===== config.mk =====
export PLATFORM = sky130hd
export DESIGN_NAME = mf3_merge
export DESIGN_NICKNAME = d
export VERILOG_FILES = /design/src/mf3_pkg.sv /design/src/mf3_merge.sv
export SDC_FILE = /design/constraint.sdc
export NUM_CORES = 1
export LEC_CHECK = 0
export ABC_CLOCK_PERIOD_IN_PS = 3000
export BUFFER_PORTS_ARGS = -buffer_cell sky130_fd_sc_hd__buf_2
export CAP_MARGIN = 20
export CORE_UTILIZATION = 50
export CTS_BUF_LIST = sky130_fd_sc_hd__clkbuf_8
export DETAILED_ROUTE_END_ITERATION = 12
export PLACE_DENSITY = 0.77
export SYNTH_ARGS = -nofsm -noshare
export SYNTH_HDL_FRONTEND = slang
export SYNTH_SLANG_ARGS = --single-unit

===== constraint.sdc =====
create_clock -name clk -period 3 [get_ports clk]
set_input_delay 0.3 -clock clk [delete_from_list [all_inputs] [get_ports clk]]
set_output_delay 0.3 -clock clk [all_outputs]
set_load 0.02 [all_outputs]

===== src/mf3_pkg.sv =====
// Package for the 3x3 streaming median filter: shared types, constants and
// the lane control struct. No dependencies.
`default_nettype none
package mf3_pkg;
    localparam int PIX_W = 8;
    localparam int LANES = 4;
    localparam int WORD_W = PIX_W * LANES;
    localparam int ROWS_W = 13;
    localparam int CFGW_W = 9;
    localparam int CFG_DATA_W = 13;
    localparam int MAX_ROWS = 4096;
    localparam logic [CFG_DATA_W-1:0] REG_ROW_WORDS = 13'd0;
    localparam logic [CFG_DATA_W-1:0] REG_FRAME_ROWS = 13'd1;
    localparam logic OP_PIXEL = 1'b0;
    localparam logic OP_DRAIN = 1'b1;

    typedef logic [PIX_W-1:0] pix_t;

    // Control carried alongside the lane stages into the merge stage.
    typedef struct packed {
        logic valid;
        logic last;
    } lane_ctl_t;

    function automatic logic [2*PIX_W-1:0] sort2(input pix_t a, input pix_t b);
        sort2 = (a > b) ? {a, b} : {b, a};
    endfunction
endpackage
`default_nettype wire


===== src/mf3_merge.sv =====
// Merge stage: packs lane medians into a word and holds the result in an
// output register with a skid slot. Depends on mf3_pkg.
`default_nettype none
module mf3_merge (
    input  wire logic                               clk,
    input  wire logic                               rst_n,
    input  wire mf3_pkg::pix_t [mf3_pkg::LANES-1:0] med,
    input  wire mf3_pkg::lane_ctl_t                 ctl,
    input  wire logic                               out_stall,
    output logic                                    out_valid,
    output logic [mf3_pkg::WORD_W-1:0]              out_word,
    output logic                                    out_last,
    output logic                                    full
);
    logic o_v_reg, o_v_next, s_v_reg, s_v_next;
    logic [mf3_pkg::WORD_W-1:0] o_w_reg, o_w_next, s_w_reg, s_w_next;
    logic o_l_reg, o_l_next, s_l_reg, s_l_next;
    logic [mf3_pkg::WORD_W-1:0] word;

    assign word = med;

    always_comb
    begin
        o_v_next = o_v_reg; o_w_next = o_w_reg; o_l_next = o_l_reg;
        s_v_next = s_v_reg; s_w_next = s_w_reg; s_l_next = s_l_reg;
        if (!o_v_reg || !out_stall)
        begin
            if (s_v_reg)
            begin
                o_v_next = 1'b1; o_w_next = s_w_reg; o_l_next = s_l_reg;
                s_v_next = ctl.valid; s_w_next = word; s_l_next = ctl.last;
            end
            else
            begin
                o_v_next = ctl.valid; o_w_next = word; o_l_next = ctl.last;
            end
        end
        else if (ctl.valid)
        begin
            s_v_next = 1'b1; s_w_next = word; s_l_next = ctl.last;
        end
    end

    always_ff @(posedge clk or negedge rst_n)
    begin
        if (!rst_n)
        begin
            o_v_reg <= 1'b0;
            s_v_reg <= 1'b0;
        end
        else
        begin
            o_v_reg <= o_v_next;
            s_v_reg <= s_v_next;
        end
    end

    always_ff @(posedge clk)
    begin
        o_w_reg <= o_w_next; o_l_reg <= o_l_next;
        s_w_reg <= s_w_next; s_l_reg <= s_l_next;
    end

    assign out_valid = o_v_reg;
    assign out_word  = o_w_reg;
    assign out_last  = o_l_reg;
    assign full      = s_v_reg;
endmodule
`default_nettype wire


==> impl_metrics.toml <==
[outcome]
status = "finished clean"

[hold_path]
hp-start = "med[30]"
min_path_type = "primary input to flip-flop"
hold_depth = 1
whs_endpoint = "s_w_reg[30]"

[power_and_ir_drop]
power.density_nw_per_um2 = 716
ir_drop_uv = 421
power.leakage_nw = 1.33

[layout]
final_cell_count_no_fill = 266
multi_input_area_um2 = 509
regArea_um2 = 2030
drive_above_1_share_pct = 61.8
syn_to_final_growth_pct = 23.6
fillerInstances = 338
diodes = 0
nets = 231

[logic_synthesis]
syn_inst = 111
synth-main-ff-cell = "edfxtp_1"
yosysTopAreaCell = "edfxtp_1"
yosys-top-cells-count = "edfxtp_1, mux2_4, mux2_2"
synth_area_um2 = 2600
synth.area.top_cells = "edfxtp_1, mux2_4, mux2_2"
yosysWarnings = 0
synth-edff-count = 66
syn_avg_cell_area_um2 = 23.5
yosysUniqueCellTypes = 11
ys_seq_elements = 68
ys_seq_area_share_pct = 78.0
synth-async-reset-ratio_pct = 2.94
syn_nets = 148
synth.top_cell.area_share_pct = 76.1
yosysMostFrequentCell = "edfxtp_1"

[placed_design]
port_buffers = 71
dp.cells = 249
place_congestion = 0.703
dp_hpwl_um = 2750

[clock_tree]
cts_sinks = 68
clk_latency_ns = 0.33
cts_made_buffers = 9
cts.repair.resized = 0
cts.clk_slew.worst_paths_ns = 0.07
htreeDepth = 3
root_buffer = "clkbuf_8"
clk_path_buf_depth = 2
cts_tree = "yes"

[drt]
drtIter0Drc = 74
drc = 0
first_pass_iters = 4
vias = 1295
drt-wirelength-per-cell_um = 15.4
vias_per_cell = 4.87
antenna_left = 0
wl_um = 4100

[worst_setup_path]
path_cells = "buf_4 -> mux2_4"
rrSetupSlack_ns = 1.26
required_ns = 3.09
crit_arrival_ns = 1.83
worstSetupPathType = "flip-flop to flip-flop"
worst-path-buf-inv = 1
rr_endpoint = "out_word[12]"
cp-end-kind = "flip-flop"
crit_slowest_cell = "dfrtp_2"
reg2reg_from = "full"
reg2regPathDepth = 2
critPathLaunchType = "flip-flop"
critPathTopFamily = "flip-flops"
cpPeakStageDelay_ns = 0.78
path_max_fanout = 25

[job]
max_cap_violations = 0

[die]
core-area_um2 = 4880
dieArea_um2 = 5500
core.rowCount = 25
pin_count = 72
die-width_um = 74.2
start_util_pct = 53.4
die_h_um = 74.2

[global_routing]
track_usage_pct = 16.6
grt_pass1_vias = 1286
grt_pass1_wl_um = 6200
overflow = 0
grt_max_degree = 34
antenna_found_initial = 0

[timing]
slew_viol_final = 0
fin_tns_setup_ns = 0
worstMarginPinSlew_ns = 0.639
whs_ns = 0.148
relSlewSlack_pct = 57.4
setup_viol = 0
hold_violations = 0
timing.fmax_mhz = 574
fin_skew_ns = 0.00524
fin_crit_ns = 1.74
rsz0062_at_grt = "false"
fin_crit_sh_pct = 58.0
==> layer usage <==
metal	vias to the layer above	global-route usage, %	routed length [um]
li1	605	-	-
met1	627	20.4	1790
met2	54	24.7	1960
met3	9	6.50	262
met4	0	10.3	88
met5	-	0	0
==> power by group <==
| group | total (mW) | switching [mW] | internal, mW |
|---|---|---|---|
| logic | 0.341 | 0.181 | 0.160 |
| clock network | 0.737 | 0.318 | 0.419 |
| registers | 1.23 | 0.0474 | 1.18 |
==> worst register-to-register path, cell delays in order (launching register included) <==
cell     delay (ns)
dfrtp_2        0.78
buf_4          0.38
mux2_4         0.33
==> final cells by class <==
type | instances | share of cell area (%)
flip-flops and latches | 68 | 63.2
multi-input cells | 39 | 15.8
well taps | 67 | 2.60
repair buffers | 76 | 12.3
clock buffers | 11 | 4.70
clock inverters | 5 | 1.44
==> what timing repair did <==
action / CTS / global route
hold buffers: 1 / 0
hold endpoints to repair: 2 / 0
setup buffers: 0 / 0
==> cells by family after synthesis <==
| group | after synthesis | share of synthesized area [%] |
|---|---|---|
| AOI/OAI and AO/OA | 2 | 0.432 |
| buffers and inverters | 4 | 2.40 |
| DFF | 68 | 78.0 |
| muxes | 34 | 18.6 |
| and+or+nand+nor | 3 | 0.528 |
==> layout by cell type (no fill, tap or decap) <==
cell type | Yosys | final
buf_2 | 0 | 71
edfxtp_1 | 66 | 66
mux2_4 | 27 | 27
clkbuf_8 | 0 | 11
mux2_2 | 7 | 7
buf_4 | 0 | 4
inv_1 | 0 | 3
nand2_1 | 1 | 1
a21oi_1 | 1 | 1
a31oi_1 | 1 | 1
nor2_1 | 1 | 1
nand2b_1 | 1 | 1
bufinv_16 | 0 | 1
clkinv_2 | 0 | 1
dfrtp_2 | 0 | 1
dlygate4sd3_1 | 0 | 1
dfrtp_1 | 2 | 1
==> through the flow <==
step           worst slack, ns  instance area [um2]  power (mW)  util, %
6_report                  1.26                 3220        2.31     66.0
5_1_grt                   1.17                 3220        2.39     66.0
4_1_cts                   1.23                 3220        2.33     66.0
3_5_place_dp              1.24                 3010        1.59     61.7
3_3_place_gp              1.32                 3010        1.58     61.7
2_1_floorplan            0.674                 2600        1.49        -
==> worst max path at each step <==
stage / from / to / slack (ns) / cells after the start
after floorplan: out_valid / s_l_reg / 0.67 / 2
after CTS: full / out_word[12] / 1.23 / 2
after detailed placement: full / out_word[12] / 1.24 / 2
after global placement: full / out_word[17] / 1.32 / 2
after global routing: full / out_word[26] / 1.17 / 2
final: full / out_word[12] / 1.26 / 2
(Power assumes the default switching activity.)
