### config.mk
export PLATFORM = sky130hd
export DESIGN_NAME = mf3_lane
export DESIGN_NICKNAME = d
export VERILOG_FILES = /design/src/mf3_pkg.sv /design/src/mf3_lane.sv
export SDC_FILE = /design/constraint.sdc
export NUM_CORES = 1
export LEC_CHECK = 0
export BUFFER_PORTS_ARGS = -buffer_cell sky130_fd_sc_hd__clkbuf_2
export CORE_ASPECT_RATIO = 0.6
export CORE_MARGIN = 5
export CORE_UTILIZATION = 56
export DETAILED_ROUTE_END_ITERATION = 8
export PLACE_DENSITY = 0.78
export SLEW_MARGIN = 30
export SYNTH_ARGS = -nofsm -noshare
export SYNTH_HDL_FRONTEND = slang
export SYNTH_SLANG_ARGS = --single-unit
### constraint.sdc
create_clock -name clk -period 5.4 [get_ports clk]
set_input_delay 0.27 -clock clk [delete_from_list [all_inputs] [get_ports clk]]
set_output_delay 0.27 -clock clk [all_outputs]
set_load 0.01 [all_outputs]
### src/mf3_pkg.sv
// Package for the 3x3 streaming median filter: shared types, constants and
// the lane control struct. No dependencies.
`default_nettype none
package mf3_pkg;
    localparam int PIX_W = 8;
    localparam int LANES = 4;
    localparam int WORD_W = PIX_W * LANES;
    localparam int ROWS_W = 13;
    localparam int CFGW_W = 9;
    localparam int CFG_DATA_W = 13;
    localparam int MAX_ROWS = 4096;
    localparam logic [CFG_DATA_W-1:0] REG_ROW_WORDS = 13'd0;
    localparam logic [CFG_DATA_W-1:0] REG_FRAME_ROWS = 13'd1;
    localparam logic OP_PIXEL = 1'b0;
    localparam logic OP_DRAIN = 1'b1;

    typedef logic [PIX_W-1:0] pix_t;

    // Control carried alongside the lane stages into the merge stage.
    typedef struct packed {
        logic valid;
        logic last;
    } lane_ctl_t;

    function automatic logic [2*PIX_W-1:0] sort2(input pix_t a, input pix_t b);
        sort2 = (a > b) ? {a, b} : {b, a};
    endfunction
endpackage
`default_nettype wire

### src/mf3_lane.sv
// One median lane: median of nine pixels in three registered stages using
// the classic row-sort / column-select network. Depends on mf3_pkg.
`default_nettype none
module mf3_lane (
    input  wire logic                 clk,
    input  wire logic                 en,
    input  wire mf3_pkg::pix_t [8:0] nb,
    output mf3_pkg::pix_t            med
);
    mf3_pkg::pix_t s_reg [9];
    mf3_pkg::pix_t s_next [9];
    mf3_pkg::pix_t m_reg [3];
    mf3_pkg::pix_t m_next [3];
    mf3_pkg::pix_t med_reg;
    mf3_pkg::pix_t med_next;

    // Sort each row of three; yields row min, mid, max.
    always_comb
    begin
        logic [15:0] t;
        mf3_pkg::pix_t a;
        mf3_pkg::pix_t b;
        mf3_pkg::pix_t c;
        for (int r = 0; r < 3; r++)
        begin
            t = mf3_pkg::sort2(nb[3*r], nb[3*r+1]);
            a = t[7:0];
            b = t[15:8];
            t = mf3_pkg::sort2(b, nb[3*r+2]);
            b = t[7:0];
            c = t[15:8];
            t = mf3_pkg::sort2(a, b);
            s_next[3*r]   = t[7:0];
            s_next[3*r+1] = t[15:8];
            s_next[3*r+2] = c;
        end
    end

    // Max of the mins, median of the mids, min of the maxes.
    always_comb
    begin
        mf3_pkg::pix_t x;
        mf3_pkg::pix_t y;
        mf3_pkg::pix_t z;
        x = (s_reg[0] > s_reg[3]) ? s_reg[0] : s_reg[3];
        m_next[0] = (x > s_reg[6]) ? x : s_reg[6];
        x = (s_reg[2] < s_reg[5]) ? s_reg[2] : s_reg[5];
        m_next[2] = (x < s_reg[8]) ? x : s_reg[8];
        x = (s_reg[1] < s_reg[4]) ? s_reg[1] : s_reg[4];
        y = (s_reg[1] < s_reg[4]) ? s_reg[4] : s_reg[1];
        z = (y < s_reg[7]) ? y : s_reg[7];
        m_next[1] = (x > z) ? x : z;
    end

    always_comb
    begin
        mf3_pkg::pix_t lo;
        mf3_pkg::pix_t hi;
        lo = (m_reg[0] < m_reg[1]) ? m_reg[0] : m_reg[1];
        hi = (m_reg[0] < m_reg[1]) ? m_reg[1] : m_reg[0];
        hi = (hi < m_reg[2]) ? hi : m_reg[2];
        med_next = (lo > hi) ? lo : hi;
    end

    always_ff @(posedge clk)
    begin
        if (en)
        begin
            s_reg   <= s_next;
            m_reg   <= m_next;
            med_reg <= med_next;
        end
    end

    assign med = med_reg;
endmodule
`default_nettype wire

==> summary.md <==
The area used by sequential logic in the layout was 3120 µm²; the wire length of the first global-routing pass was 42000 µm. Averaged over all synthesized cells, the footprint is 9.45 µm². The first TritonRoute pass finished after 6 iterations. Clock slew at the register clock pins of the worst setup and hold paths: 80 ps. Fill cells in the final layout number 1390. Wires add up to 27200 µm. The final-report hold violation count is 0.

The worst hold path belongs to the class input port to register. Of the cells placed in the final design, the portion with a size suffix greater than 1 is 22.4%. The transition time at the pin with the least slew margin is 715 ps. Dividing total power by cell area gives a power density of 697 nW/µm².

For this run, asynchronously set or reset flops after synthesis account for 0%. The critical path goes through inv_1, ha_1, a211oi_1, o21ai_1, a21oi_2, buf_4, mux2_2, ha_1, o21ai_0, a211o_1, nand2_1, o21a_4, mux2i_1, ha_1, a21o_1, a211oi_2, o22ai_2, o41ai_2, buf_4, or2b_1, o221a_2. The detailed router finished its first iteration with 1055 violations.

The number of diodes added for antenna fixing is 0, and the data arrival time of the critical path is 5300 ps. The congestion estimate from routability-driven global placement came to 0.975. The worst setup path is launched from a register. Dividing the detail-routed wire length by the instance count gives 19.0 µm.

Summing over every cut layer, the via total after detailed routing is 8511. For the count of endpoints failing setup in the final report, the log shows 0. Category of the worst setup path capture point: a register.

The post-synth design cell area is 10100 µm², and the clock sink total is 104. The flip-flop count of the largest register after layout is 72. The slowest stage cell on the critical path is sky130_fd_sc_hd__edfxtp_1.

For this configuration, the core starts out at a cell density of 57.9%. The detailed-route vias per instance is 5.94, and the cell count after synthesis is 1064. TritonCTS built the clock tree.

For this run, the leading register cell type out of synthesis is sky130_fd_sc_hd__edfxtp_1. Pin placement for this block handled 82 I/O pins. The relative slew slack came out at 52.4%. Port buffering added 81 buffers. Later-pin clock latency in the skew report: 360 ps. The highest net fanout along the worst path came out at 7.

Counting along the longest clock path gives a buffer depth of 2. The number of global-route vias before repair was 8032; the share of the cycle needed by the critical path after routing was 96.0%. The core region is 17400 µm². Leaving out fill and tap cells, the most frequent cells in the layout are sky130_fd_sc_hd__ha_1 (146), sky130_fd_sc_hd__inv_1 (143), sky130_fd_sc_hd__edfxtp_1 (104), sky130_fd_sc_hd__nand2_1 (97), sky130_fd_sc_hd__mux2i_1 (85). Final non-filler cell area: 11500 µm². The remaining antenna violation count was 0; the longest individual stage delay on the worst path was 390 ps. The largest net degree at the start of global routing is 54. The die covers 20800 µm². The total grt overflow was 0. The die is 114 µm tall. Global routing used 25.6% of the available tracks across all layers. Synthesis inferred 104 register bits.

Most repeated library cell on the critical path: sky130_fd_sc_hd__ha_1. The distinct cell type count of the synthesized netlist is 60, and the count of flip-flops with a built-in enable after synthesis is 104. The total DRC errors in the routed layout came out at 0.

The number of slew-limit violations in the final report was 0; the cell row count was 37. Across the routed clock network, the largest skew measured is 10.4 ps. The depth of the CTS H-tree was 3; the total nets after synthesis was 1284. The cell sitting at the root of the clock tree is a sky130_fd_sc_hd__clkbuf_16. Leaving out fill and tap cells, the most frequent cell in the layout is sky130_fd_sc_hd__ha_1. Across the run, the number of max-cap violations was 0.

At the end of the flow, the number of nets in the layout was 1413. The analysis attributes to cell leakage a power of 5.59 nW. Total power for the finished layout comes to 8.01 mW. The run gives 193 MHz as the maximum frequency from static timing analysis. The logs give 31.1% for the share of synthesized area occupied by flip-flops and latches and 6300 µm² for the area taken by multi-input logic gates. Among cell families on the critical path, the largest total delay comes from compound AO/OA/AOI/OAI gates. Buffers inserted during clock tree synthesis total 9.

The tools report the hold buffer count at cts as 0. The run finished with clean final reports. Synthesis warning total: 0. The final critical-path required period is 5180 ps. Start-to-end type of the worst setup path: register to register.

The die span in x came out at 183 µm. The area added between synthesis and finish is 14.2%. The placement-stage cell area is 11100 µm², and the data required time at the worst endpoint is 5520 ps. IR analysis of the VDD net gives a maximum drop of 473 µV. The wire-length estimate of the detail-placed layout is 22200 µm. The initial antenna violation count is 1. The worst path buffer plus inverter count is 3.
==> timing repair <==
| item | 4_1_cts | 5_1_grt |
|---|---|---|
| setup endpoints to repair | 5 | 17 |
| buffers inserted | 0 | 6 |
| cloned | 0 | 1 |
| gates resized for setup | 1 | 16 |
| pin swaps | 0 | 10 |
| hold endpoints to repair | 0 | 0 |
==> worst paths after layout <==
kind / startpoint / endpoint / slack, ps / cells after the start
hold reg to reg: s_reg[5] / m_reg[5] / 590 / 1
hold / removal: nb[64] / s_reg[0] / 270 / 3
setup reg to reg: m_reg[10] / med[2] / 220 / 21
setup / recovery: m_reg[10] / med[2] / 220 / 21
==> worst reg2reg max path, cell delays in order (launching register included) <==
cell and delay [ps]:
sky130_fd_sc_hd__edfxtp_1 390, sky130_fd_sc_hd__inv_1 80, sky130_fd_sc_hd__ha_1 240, sky130_fd_sc_hd__a211oi_1 230, sky130_fd_sc_hd__o21ai_1 120, sky130_fd_sc_hd__a21oi_2 330
sky130_fd_sc_hd__buf_4 200, sky130_fd_sc_hd__mux2_2 340, sky130_fd_sc_hd__ha_1 280, sky130_fd_sc_hd__o21ai_0 110, sky130_fd_sc_hd__a211o_1 350, sky130_fd_sc_hd__nand2_1 120
sky130_fd_sc_hd__o21a_4 200, sky130_fd_sc_hd__mux2i_1 240, sky130_fd_sc_hd__ha_1 290, sky130_fd_sc_hd__a21o_1 200, sky130_fd_sc_hd__a211oi_2 300, sky130_fd_sc_hd__o22ai_2 150
sky130_fd_sc_hd__o41ai_2 240, sky130_fd_sc_hd__buf_4 200, sky130_fd_sc_hd__or2b_1 220, sky130_fd_sc_hd__o221a_2 130
==> where the power goes <==
part	total [mW]	internal (mW)	switching, mW	leakage, nW
sequential	1.62	1.37	0.250	1.02
clock	0.639	0.317	0.321	0.134
combinational	5.75	2.75	2.99	4.44
==> area by class of cell <==
| class | instances | share of cell area, % |
|---|---|---|
| Multi-Input combinational cell | 787 | 54.8 |
| Sequential cell | 104 | 27.2 |
| Timing Repair Buffer | 148 | 8.30 |
| Inverter | 143 | 4.67 |
| Tap cell | 234 | 2.55 |
| Clock buffer | 9 | 1.96 |
| Clock inverter | 7 | 0.479 |
==> cell families (layout without fill, tap and decap cells) <==
family	count (synthesis)	after routing	synth area share, %
AO/OA/AOI/OAI	256	256	16.9
AND/OR/NAND/NOR	244	244	11.4
flip-flops	104	104	31.1
multiplexers	141	141	15.3
buffers and inverters	173	307	7.07
adder cells (fa/ha/maj)	146	146	18.2
==> cell usage after synthesis, types with 5 or more instances <==
| master | instances | share of area (%) |
|---|---|---|
| sky130_fd_sc_hd__o21a_1 | 10 | 0.75 |
| sky130_fd_sc_hd__or2b_1 | 5 | 0.37 |
| sky130_fd_sc_hd__buf_2 | 16 | 0.80 |
| sky130_fd_sc_hd__nand2b_1 | 15 | 0.93 |
| sky130_fd_sc_hd__nand4_1 | 8 | 0.50 |
| sky130_fd_sc_hd__nand2_1 | 97 | 3.6 |
| sky130_fd_sc_hd__nor2b_1 | 11 | 0.68 |
| sky130_fd_sc_hd__inv_1 | 143 | 5.3 |
| sky130_fd_sc_hd__nand3_1 | 22 | 1.1 |
| sky130_fd_sc_hd__and3_1 | 8 | 0.50 |
| sky130_fd_sc_hd__a221oi_1 | 14 | 1.2 |
| sky130_fd_sc_hd__nor3_1 | 9 | 0.45 |
| sky130_fd_sc_hd__o21ai_0 | 73 | 3.6 |
| sky130_fd_sc_hd__o221a_2 | 19 | 2.1 |
| sky130_fd_sc_hd__mux2_2 | 45 | 5.0 |
| sky130_fd_sc_hd__mux2i_1 | 87 | 8.7 |
| sky130_fd_sc_hd__a21oi_1 | 80 | 4.0 |
| sky130_fd_sc_hd__ha_1 | 146 | 18 |
| sky130_fd_sc_hd__a21o_1 | 21 | 1.6 |
| sky130_fd_sc_hd__mux2_4 | 5 | 0.75 |
| sky130_fd_sc_hd__nor2_1 | 52 | 1.9 |
| sky130_fd_sc_hd__edfxtp_1 | 104 | 31 |
==> metal layers <==
layer	vias up	track usage (%)	wire, µm	part of all wire [%]
li1	4133	-	-	-
met1	3954	39.8	13000	48
met2	386	36.5	11200	41
met3	38	4.75	2550	9.4
met4	0	6.20	473	1.7
met5	-	0	0	0
==> through the flow <==
stage          setup TNS (ps)  worst slack [ps]  instances  hold WS [ps]  utilization [%]
2_1_floorplan               0               108       1064           382                -
3_3_place_gp                0               166       1409           566             63.8
3_5_place_dp             -226             -51.5       1409           568             63.8
4_1_cts                     0              32.9       1425           235             65.5
5_1_grt                 -18.7             -10.0       1432           260             66.1
6_report                    0               216       1432           265             66.1
No activity file was read; power rests on OpenSTA's default activity.
